<file path="config.mk">
export PLATFORM = sky130hd
export DESIGN_NAME = interleaved_modular_multiplier_top
export DESIGN_NICKNAME = d
export VERILOG_FILES = /design/src/sv/imm_pkg.sv /design/src/sv/imm_alu.sv /design/src/sv/interleaved_modular_multiplier_top.sv
export SDC_FILE = /design/constraint.sdc
export NUM_CORES = 2
export LEC_CHECK = 0
export ABC_AREA = 0
export BUFFER_PORTS_ARGS = -buffer_cell sky130_fd_sc_hd__buf_2
export CORE_UTILIZATION = 40
export DETAILED_ROUTE_END_ITERATION = 10
export GPL_ROUTABILITY_DRIVEN = 0
export SKIP_CTS_REPAIR_TIMING = 1
export SYNTH_ARGS = -nofsm -noshare
export SYNTH_HDL_FRONTEND = slang
export SYNTH_SLANG_ARGS = --single-unit
</file>
<file path="constraint.sdc">
create_clock -name i_clk -period 27.6 [get_ports i_clk]
set_input_delay 6.9 -clock i_clk [delete_from_list [all_inputs] [get_ports i_clk]]
set_output_delay 6.9 -clock i_clk [all_outputs]
set_load 0.01 [all_outputs]
</file>
<file path="src/sv/imm_pkg.sv">
// Package: sizes and ALU operation codes of the interleaved modular multiplier.
`default_nettype none
package imm_pkg;

    localparam int NUM_BYTES  = 16;
    localparam int BYTE_W     = 8;
    localparam int ACC_BYTES  = 2 * NUM_BYTES;
    localparam int OPD_W      = BYTE_W * NUM_BYTES;
    localparam int ACC_W      = BYTE_W * ACC_BYTES;
    localparam int TOTAL_BITS = BYTE_W * NUM_BYTES;
    localparam int BIT_W      = $clog2(TOTAL_BITS);
    localparam int LOAD_W     = $clog2(NUM_BYTES + 1);
    localparam int BYTE_IDX_W = (NUM_BYTES > 1) ? $clog2(NUM_BYTES) : 1;
    localparam int OUT_W      = $clog2(ACC_BYTES);

    typedef enum logic {
        ALU_SHIFT_ADD,
        ALU_SUB
    } t_alu_op;

endpackage
`default_nettype wire

</file>
<file path="src/sv/imm_alu.sv">
// Shared accumulator unit: shift-and-add or conditional subtract on one wide adder.
`default_nettype none
module imm_alu (
    input  wire logic [imm_pkg::ACC_W-1:0] i_acc,
    input  wire logic [imm_pkg::OPD_W-1:0] i_mcand,
    input  wire logic [imm_pkg::OPD_W-1:0] i_modulus,
    input  wire imm_pkg::t_alu_op          i_op,
    input  wire logic                      i_add_en,
    output logic      [imm_pkg::ACC_W-1:0] o_result
);
    import imm_pkg::*;

    logic [ACC_W-1:0] w_x;
    logic [ACC_W-1:0] w_y;
    logic             w_cin;
    logic [ACC_W:0]   w_sum;
    logic             w_keep;

    always_comb begin
        case (i_op)
            ALU_SHIFT_ADD: begin
                w_x   = {i_acc[ACC_W-2:0], 1'b0};
                w_y   = i_add_en ? {{(ACC_W-OPD_W){1'b0}}, i_mcand} : '0;
                w_cin = 1'b0;
            end
            ALU_SUB: begin
                w_x   = i_acc;
                w_y   = ~{{(ACC_W-OPD_W){1'b0}}, i_modulus};
                w_cin = 1'b1;
            end
            default: begin
                w_x   = i_acc;
                w_y   = '0;
                w_cin = 1'b0;
            end
        endcase
    end

    assign w_sum    = {1'b0, w_x} + {1'b0, w_y} + {{ACC_W{1'b0}}, w_cin};
    // borrow on subtract means acc < n: keep acc
    assign w_keep   = (i_op == ALU_SUB) && !w_sum[ACC_W];
    assign o_result = w_keep ? i_acc : w_sum[ACC_W-1:0];

endmodule
`default_nettype wire

</file>
<file path="src/sv/interleaved_modular_multiplier_top.sv">
// Top level: byte-serial load, bit-serial a*b mod n, byte-serial result.
//
// Operands a, b and n arrive one byte position per input transfer, least
// significant first; the transfer with i_last_in set starts the work. The
// block then steps through each bit of a in the states S_ADD, S_SUB1 and
// S_SUB2 (shift-and-add, then two compare-and-subtract passes, all on one
// shared 256-bit adder), and then offers the 2*NUM_BYTES accumulator
// bytes, least significant first, one per output transfer, with o_last_out
// on the final byte. From the start until the last result byte is taken,
// o_in_ready is low. Bytes beyond NUM_BYTES before i_last_in are dropped.
`default_nettype none
module interleaved_modular_multiplier_top (
    input  wire logic                       i_clk,
    input  wire logic                       i_rst_n,
    input  wire logic                       i_in_valid,
    output logic                            o_in_ready,
    input  wire logic [imm_pkg::BYTE_W-1:0] i_a_byte,
    input  wire logic [imm_pkg::BYTE_W-1:0] i_b_byte,
    input  wire logic [imm_pkg::BYTE_W-1:0] i_modulus_byte,
    input  wire logic                       i_last_in,
    output logic                            o_out_valid,
    input  wire logic                       i_out_ready,
    output logic      [imm_pkg::BYTE_W-1:0] o_product_byte,
    output logic                            o_last_out
);
    import imm_pkg::*;

    typedef enum logic [2:0] {
        S_LOAD,
        S_ADD,
        S_SUB1,
        S_SUB2,
        S_OUT
    } t_state;

    t_state                              r_state,    n_state;
    logic   [LOAD_W-1:0]                 r_load_pos, n_load_pos;
    logic   [BIT_W-1:0]                  r_bit,      n_bit;
    logic   [OUT_W-1:0]                  r_out_cnt,  n_out_cnt;
    logic   [ACC_W-1:0]                  r_acc,      n_acc;
    logic   [NUM_BYTES-1:0][BYTE_W-1:0]  r_mul;
    logic   [NUM_BYTES-1:0][BYTE_W-1:0]  r_mcand;
    logic   [NUM_BYTES-1:0][BYTE_W-1:0]  r_mod;

    logic             w_in_xfer;
    logic             w_out_xfer;
    logic             w_store;
    logic [OPD_W-1:0] w_mul_flat;
    t_alu_op          w_op;
    logic [ACC_W-1:0] w_alu_result;

    assign o_in_ready     = (r_state == S_LOAD);
    assign o_out_valid    = (r_state == S_OUT);
    assign o_product_byte = r_acc[BYTE_W-1:0];
    assign o_last_out     = (r_out_cnt == OUT_W'(ACC_BYTES - 1));

    assign w_in_xfer  = i_in_valid && o_in_ready;
    assign w_out_xfer = o_out_valid && i_out_ready;
    assign w_store    = w_in_xfer && (r_load_pos < LOAD_W'(NUM_BYTES));
    assign w_mul_flat = r_mul;
    assign w_op       = (r_state == S_ADD) ? ALU_SHIFT_ADD : ALU_SUB;

    imm_alu u_alu (
        .i_acc     (r_acc),
        .i_mcand   (r_mcand),
        .i_modulus (r_mod),
        .i_op      (w_op),
        .i_add_en  (w_mul_flat[r_bit]),
        .o_result  (w_alu_result)
    );

    always_comb begin
        n_state    = r_state;
        n_load_pos = r_load_pos;
        n_bit      = r_bit;
        n_out_cnt  = r_out_cnt;
        n_acc      = r_acc;
        case (r_state)
            S_LOAD: begin
                if (w_store) begin
                    n_load_pos = r_load_pos + LOAD_W'(1);
                end
                if (w_in_xfer && i_last_in) begin
                    n_load_pos = '0;
                    n_bit      = BIT_W'(TOTAL_BITS - 1);
                    n_acc      = '0;
                    n_state    = S_ADD;
                end
            end
            S_ADD: begin
                n_acc   = w_alu_result;
                n_state = S_SUB1;
            end
            S_SUB1: begin
                n_acc   = w_alu_result;
                n_state = S_SUB2;
            end
            S_SUB2: begin
                n_acc = w_alu_result;
                if (r_bit == '0) begin
                    n_out_cnt = '0;
                    n_state   = S_OUT;
                end else begin
                    n_bit   = r_bit - BIT_W'(1);
                    n_state = S_ADD;
                end
            end
            S_OUT: begin
                if (w_out_xfer) begin
                    n_acc     = r_acc >> BYTE_W;
                    n_out_cnt = r_out_cnt + OUT_W'(1);
                    if (o_last_out) begin
                        n_state = S_LOAD;
                    end
                end
            end
            default: begin
                n_state = S_LOAD;
            end
        endcase
    end

    always_ff @(posedge i_clk) begin
        if (!i_rst_n) begin
            r_state    <= S_LOAD;
            r_load_pos <= '0;
            r_bit      <= '0;
            r_out_cnt  <= '0;
        end else begin
            r_state    <= n_state;
            r_load_pos <= n_load_pos;
            r_bit      <= n_bit;
            r_out_cnt  <= n_out_cnt;
        end
    end

    always_ff @(posedge i_clk) begin
        r_acc <= n_acc;
        if (w_store) begin
            r_mul[r_load_pos[BYTE_IDX_W-1:0]]   <= i_a_byte;
            r_mcand[r_load_pos[BYTE_IDX_W-1:0]] <= i_b_byte;
            r_mod[r_load_pos[BYTE_IDX_W-1:0]]   <= i_modulus_byte;
        end
    end

    a_sides_exclusive: assert property (@(posedge i_clk) disable iff (!i_rst_n)
        !(o_in_ready && o_out_valid))
        else $error("input and output sides open together");

    a_start_closes_input: assert property (@(posedge i_clk) disable iff (!i_rst_n)
        (w_in_xfer && i_last_in) |=> (!o_in_ready && !o_out_valid))
        else $error("start did not enter computation");

    a_last_reopens_input: assert property (@(posedge i_clk) disable iff (!i_rst_n)
        (w_out_xfer && o_last_out) |=> o_in_ready)
        else $error("input not reopened after final result byte");

    a_load_pos_bound: assert property (@(posedge i_clk) disable iff (!i_rst_n)
        r_load_pos <= LOAD_W'(NUM_BYTES))
        else $error("load position beyond operand size");

    a_bit_steps_down: assert property (@(posedge i_clk) disable iff (!i_rst_n)
        (r_state == S_SUB2 && r_bit != '0) |=> (r_bit == $past(r_bit) - BIT_W'(1)))
        else $error("bit counter skipped");

endmodule
`default_nettype wire
</file>
# --- Word level (Yosys, flattened, before mapping) ---
# Cells that the tools add are included.
classes:
  add_sub_neg: 5
  order_cmp: 4
  n_eq_ne: 11
  mux: 29
  n_bitwise: 1
  n_reduce_logical: 19
ops:
  columns: ["op", "n"]
  rows:
  - ["case mux 256 bit (2 select lines)", 2]
  - ["two-way mux 256 bit", 3]
  - ["case mux 256 bit (3 select lines)", 1]
  - ["bitwise mux 128 bit", 3]
  - ["adder 256 x 256 -> 257 bit", 1]
  - ["adder 257 x 1 -> 257 bit", 1]
  - ["NOT 128 -> 256 bit", 1]
  - ["two-way mux 128 bit", 1]
  - ["demux 8 bit (select 4 bit)", 1]
  - ["two-way mux 5 bit", 4]
  - ["case mux 3 bit (5 select lines)", 1]
  - ["two-way mux 7 bit", 2]
  - ["case mux 7 bit (2 select lines)", 1]
  - ["two-way mux 3 bit", 4]
  - ["adder 5 x 1 -> 5 bit, second input constant", 2]
  - ["case mux 5 bit (2 select lines)", 1]
  - ["AND reduction 3 bit", 3]
  - ["< comparator 7 x 8 -> 1 bit, second input constant", 1]
  - ["two-way mux 8 bit", 1]
  - ["binary-select mux 1 bit (select 7 bit)", 1]
  - ["logical NOT 7 bit", 1]
  - ["subtractor 7 x 1 -> 7 bit, second input constant", 1]
  - ["== test 3 x 2 -> 1 bit, second input constant", 2]
  - ["logical AND 1 bit", 6]
  - ["17 further kinds", 24]
totals:
  reg_bits: 660
  output_inout_bits: 11

# --- Logic depth before layout (Yosys ltp) ---
logic_depth:
  ltp_word: 10
  depth_mapped: 35
  depth_no_buf: 23

# --- Hierarchy ---
# A second synthesis with hierarchy kept.
unflattened:
  hier_cells: 5660
  area_unflattened_um2: 50498.4
modules_own_cells:
  columns: ["module", "n_inst", "cells_per_inst", "area_per_inst_um2", "seq_area_each_um2"]
  rows:
  - ["imm_alu", 1, 4452, 26400.3, 0.0]
  - ["interleaved_modular_multiplier_top", 1, 1208, 24098.1, 19618.8]

# --- Least setup slack after synthesis ---
# No wires, ideal clock.
synth_timing:
  path_kind: "input -> register"
  start: "input port i_last_in"
  end: "register r_acc[0], enable pin"
  setup_time_ps: 960
  arrival_ps: 19638
  setup_slack_ps: 7002
  path_stages: 4
  path_buffers: 0
  cell_sequence: "nand3_1 a21oi_1 a21oi_1 a21oi_1"
synth_via:
  elab_chain_cells: 3
synth_rtl:
  columns: ["item", "line", "rtl"]
  rows:
  - ["from (decl)", "interleaved_modular_multiplier_top.sv:20", "input wire logic i_last_in,"]
  - ["logical AND 1 bit", "interleaved_modular_multiplier_top.sv:83", "if (w_in_xfer && i_last_in) begin"]
  - ["!= test 2 x 1 -> 1 bit (no source line)", null, null]
  - ["AND reduction 4 bit (no source line)", null, null]
  - ["to (signal assigned)", "interleaved_modular_multiplier_top.sv:138", "r_acc <= n_acc;"]
  - ["to (decl)", "interleaved_modular_multiplier_top.sv:40", "logic [ACC_W-1:0] r_acc, n_acc;"]
# No other way between the ends.
# A chain may end at the register's enable or synchronous reset.

# --- Worst setup path in the final report ---
layout_timing:
  start: "input port i_last_in"
  end: "register r_acc[119], enable pin"
# The elaborated chain is that of the path after synthesis.

==> run_results.csv <==
group,metric,value,unit
cells_and_area,multiInputGateArea,0.0245,sq mm
placement,portBuffers,39,
floorplan,start_util,40.5,%
placement,pre_cts_ws,16.88,ns
routing,top_layer,"met4",
routing,wl_met3,15.2,mm
synthesis,ys_types,105,
routing,ant_nets,0,
synthesis,syn_avg_cell_area,8.58,sq um
floorplan,die_y,341,um
routing,wl_met2,69.2,mm
setup_path,crit_chain,"buf_2, nand3_1, a21oi_1, a21oi_1, a21oi_4, buf_4, buf_4",
setup_path,crit_buf_inv,3,
cells_and_area,fillers,11000,
global_routing,antenna_found_initial,1,
synthesis,synth_edf_count,640,
setup_path,crit_type,"in2reg",
clocking,cts_sinks,660,
pwr,p_leak,16.3,nW
clocking,tritoncts,"built",
cells_and_area,drive_above_1_share,6.71,%
floorplan,ios,40,
timing,rsz0062_at_grt,"no",
routing,wire_per_inst,23.7,um
clocking,clock_latency,0.69,ns
routing,vias_per_cell,6.25,
cells_and_area,layout.nets,5280,
timing,finClkSkew,0.0633,ns
synthesis,syn_area,0.0458,sq mm
clocking,cts_root_buf,"clkbuf_16",
synthesis,synth_seq_cells,660,
global_routing,grt_max_degree,199,
timing,relSlewSlack,5.91,%
synthesis,syn_inst,5344,
setup_path,cp.required,27.86,ns
clocking,path_clk_slew,0.06,ns
status,status,"complete, no violations",
routing,wl,158,mm
clocking,max-clock-path-buffers,3,
setup_path,worst_path_max_delay_cell,"buf_4",
placement,placed_cells,6539,
timing,period_needed,10.12,ns
clocking,cts_buffers,74,
routing,vias,41700,
floorplan,die_area,0.116,sq mm
clocking,cts_max_level,3,
routing,met1Wirelength,68.3,mm
synthesis,yosysWarnings,0,
cells_and_area,syn2layout_area_growth,7.43,%
setup_path,arrival,10.38,ns
floorplan,num_rows,123,
floorplan,core,0.113,sq mm
pwr,power.density,83.1,mW/mm^2
routing,dr.pass1.iters,8,
setup_path,critical_path.endpoint_type,"flop",
global_routing,grt_pass1_vias,38200,
routing,drcViolationCount,0,
timing,hold_violations,0,
global_routing,grt.overflow.total,0,
timing,worst_pin_slew,1.39,ns
cells_and_area,final_cells,6675,
setup_path,crit_family,"buffers and inverters",
timing,fin_crit_sh,36.7,%
floorplan,die_w,341,um
cells_and_area,register_area,0.0196,sq mm
synthesis,syn_nets,5509,
setup_path,max_stage_delay,0.80,ns
routing,drtIter0Drc,5866,
setup_path,crit_fanout,63,
timing,setup_viol_count_final,0,
timing,fin_ws,17.48,ns
timing,tns,0,ns
synthesis,ys.flop_type,"edfxtp_1",
synthesis,synth-async-reset-ratio,0,%
placement,post-dp-hpwl,114,mm
setup_path,start_kind,"input pin",
min_path,hold_class,"reg2reg",
synthesis,ys_seq_area_share,42.8,%
pwr,vdd_drop_max,0.0000517,V
timing,drv_slew,0,
timing,max_freq,98.8,MHz
global_routing,grt_usage,26.4,%
job,drv_cap,0,
global_routing,grt_pass1_wl,238,mm
[state kept, by name, indices dropped and copies added (netlist names)]
| name | flops |
|---|---|
| r_load_pos | 5 |
| r_acc | 256 |
| r_mcand | 128 |
| r_mod | 128 |
| r_state | 3 |
| r_mul | 128 |
| r_out_cnt | 5 |
| r_bit | 7 |
[stage by stage]
stage | util (%) | power, mW | hold slack, ns | area [sq um]
floorplan | - | 2.56 | 0.452 | 45800
global placement | 41.3 | 3.01 | 0.463 | 46700
detailed placement | 41.3 | 3.02 | 0.477 | 46700
CTS | 43.5 | 4.04 | 0.485 | 49200
global route | 43.5 | 4.29 | 0.517 | 49200
finish | 43.5 | 4.09 | 0.481 | 49300
[tightest hold or removal path: stages, from the launching register on]
cell and delay, ns:
dfxtp_1 0.31, nand3_1 0.07, a21oi_1 0.06
[synth_stat cells (15+ instances only)]
| master | instances | area [sq um] |
|---|---|---|
| nand2b_1 | 26 | 163 |
| nor2b_1 | 17 | 106 |
| o31ai_1 | 24 | 180 |
| or4_1 | 51 | 383 |
| nor4_1 | 97 | 607 |
| a21o_1 | 56 | 420 |
| a22o_1 | 26 | 228 |
| and2_1 | 28 | 175 |
| xor2_1 | 97 | 850 |
| and4_1 | 27 | 236 |
| o21a_1 | 34 | 255 |
| nand4_1 | 119 | 744 |
| nand3_1 | 163 | 816 |
| a22oi_1 | 18 | 135 |
| o22ai_1 | 37 | 231 |
| buf_1 | 22 | 82.6 |
| a211oi_1 | 15 | 113 |
| edfxtp_1 | 640 | 19200 |
| nor2_1 | 425 | 1600 |
| or2_2 | 17 | 106 |
| clkbuf_1 | 304 | 1140 |
| mux4_2 | 42 | 946 |
| inv_1 | 55 | 206 |
| xnor2_1 | 171 | 1500 |
| a31oi_1 | 54 | 338 |
| buf_2 | 34 | 170 |
| nor3_1 | 88 | 440 |
| o21ai_0 | 606 | 3030 |
| dfxtp_1 | 20 | 400 |
| and3_1 | 32 | 200 |
| o21bai_1 | 33 | 248 |
| a21oi_1 | 378 | 1890 |
| or3_1 | 19 | 119 |
| buf_4 | 16 | 120 |
| ha_1 | 134 | 1680 |
| nand2_1 | 1153 | 4330 |
| o21ai_1 | 28 | 140 |
[where the power goes]
part           total (mW)  switching (mW)  internal, mW  leakage (nW)
clock                1.02           0.446         0.576          1.21
combinational        1.61            1.08         0.523          8.91
sequential           1.46           0.207          1.26          6.18
[per-layer routing]
metal / vias to the layer above / track usage [%]
met1: 20100 / 38.3
met2: 2210 / 40.3
met3: 294 / 4.03
li1: 19100 / -
met5: - / 0
met4: 0 / 8.63
[final timing paths]
check / start / cells after the start / to / slack (ns)
setup / recovery: i_last_in / 7 / r_acc[119]$_SDFFCE_PN0P_ / 17.48
hold / removal: r_out_cnt[4]$_SDFFE_PN0P_ / 2 / r_out_cnt[4]$_SDFFE_PN0P_ / 0.48
setup reg to reg: r_state[2]$_SDFFE_PN0P_ / 20 / r_acc[119]$_SDFFCE_PN0P_ / 17.48
hold reg to reg: r_out_cnt[4]$_SDFFE_PN0P_ / 2 / r_out_cnt[4]$_SDFFE_PN0P_ / 0.48
[cells by family (layout without fill, tap and decap cells)]
logic type	after synthesis	count (layout)	synth area share [%]
XOR/XNOR	268	268	5.12
flip-flops	660	660	42.8
adder cells (fa/ha/maj)	136	136	3.74
AND/OR/NAND/NOR	2302	2302	22.6
multiplexers	50	50	2.24
other	0	1	0
buffers and inverters	444	274	4.04
AO/OA/AOI/OAI	1484	1484	19.4
[final cells by class]
class | instances | share of cell area (%)
antenna | 1 | 0.00508
multi-input combinational | 4240 | 49.7
clock inverter | 49 | 1.15
clock buffer | 86 | 3.98
sequential | 660 | 39.8
timing repair buffer | 83 | 1.09
inverter | 56 | 0.460
tap | 1500 | 3.81
[layout by cell type (no fill, tap or decap), types with 84 or more instances in the layout]
| cell | count |
|---|---|
| xnor2_1 | 171 |
| xor2_1 | 97 |
| nor3_1 | 84 |
| nand3_1 | 163 |
| nand4_1 | 119 |
| nor2_1 | 410 |
| a21oi_1 | 377 |
| edfxtp_1 | 640 |
| nand2_1 | 1153 |
| ha_1 | 134 |
| o21ai_0 | 606 |
| nor4_1 | 97 |
(Power assumes the default switching activity.)
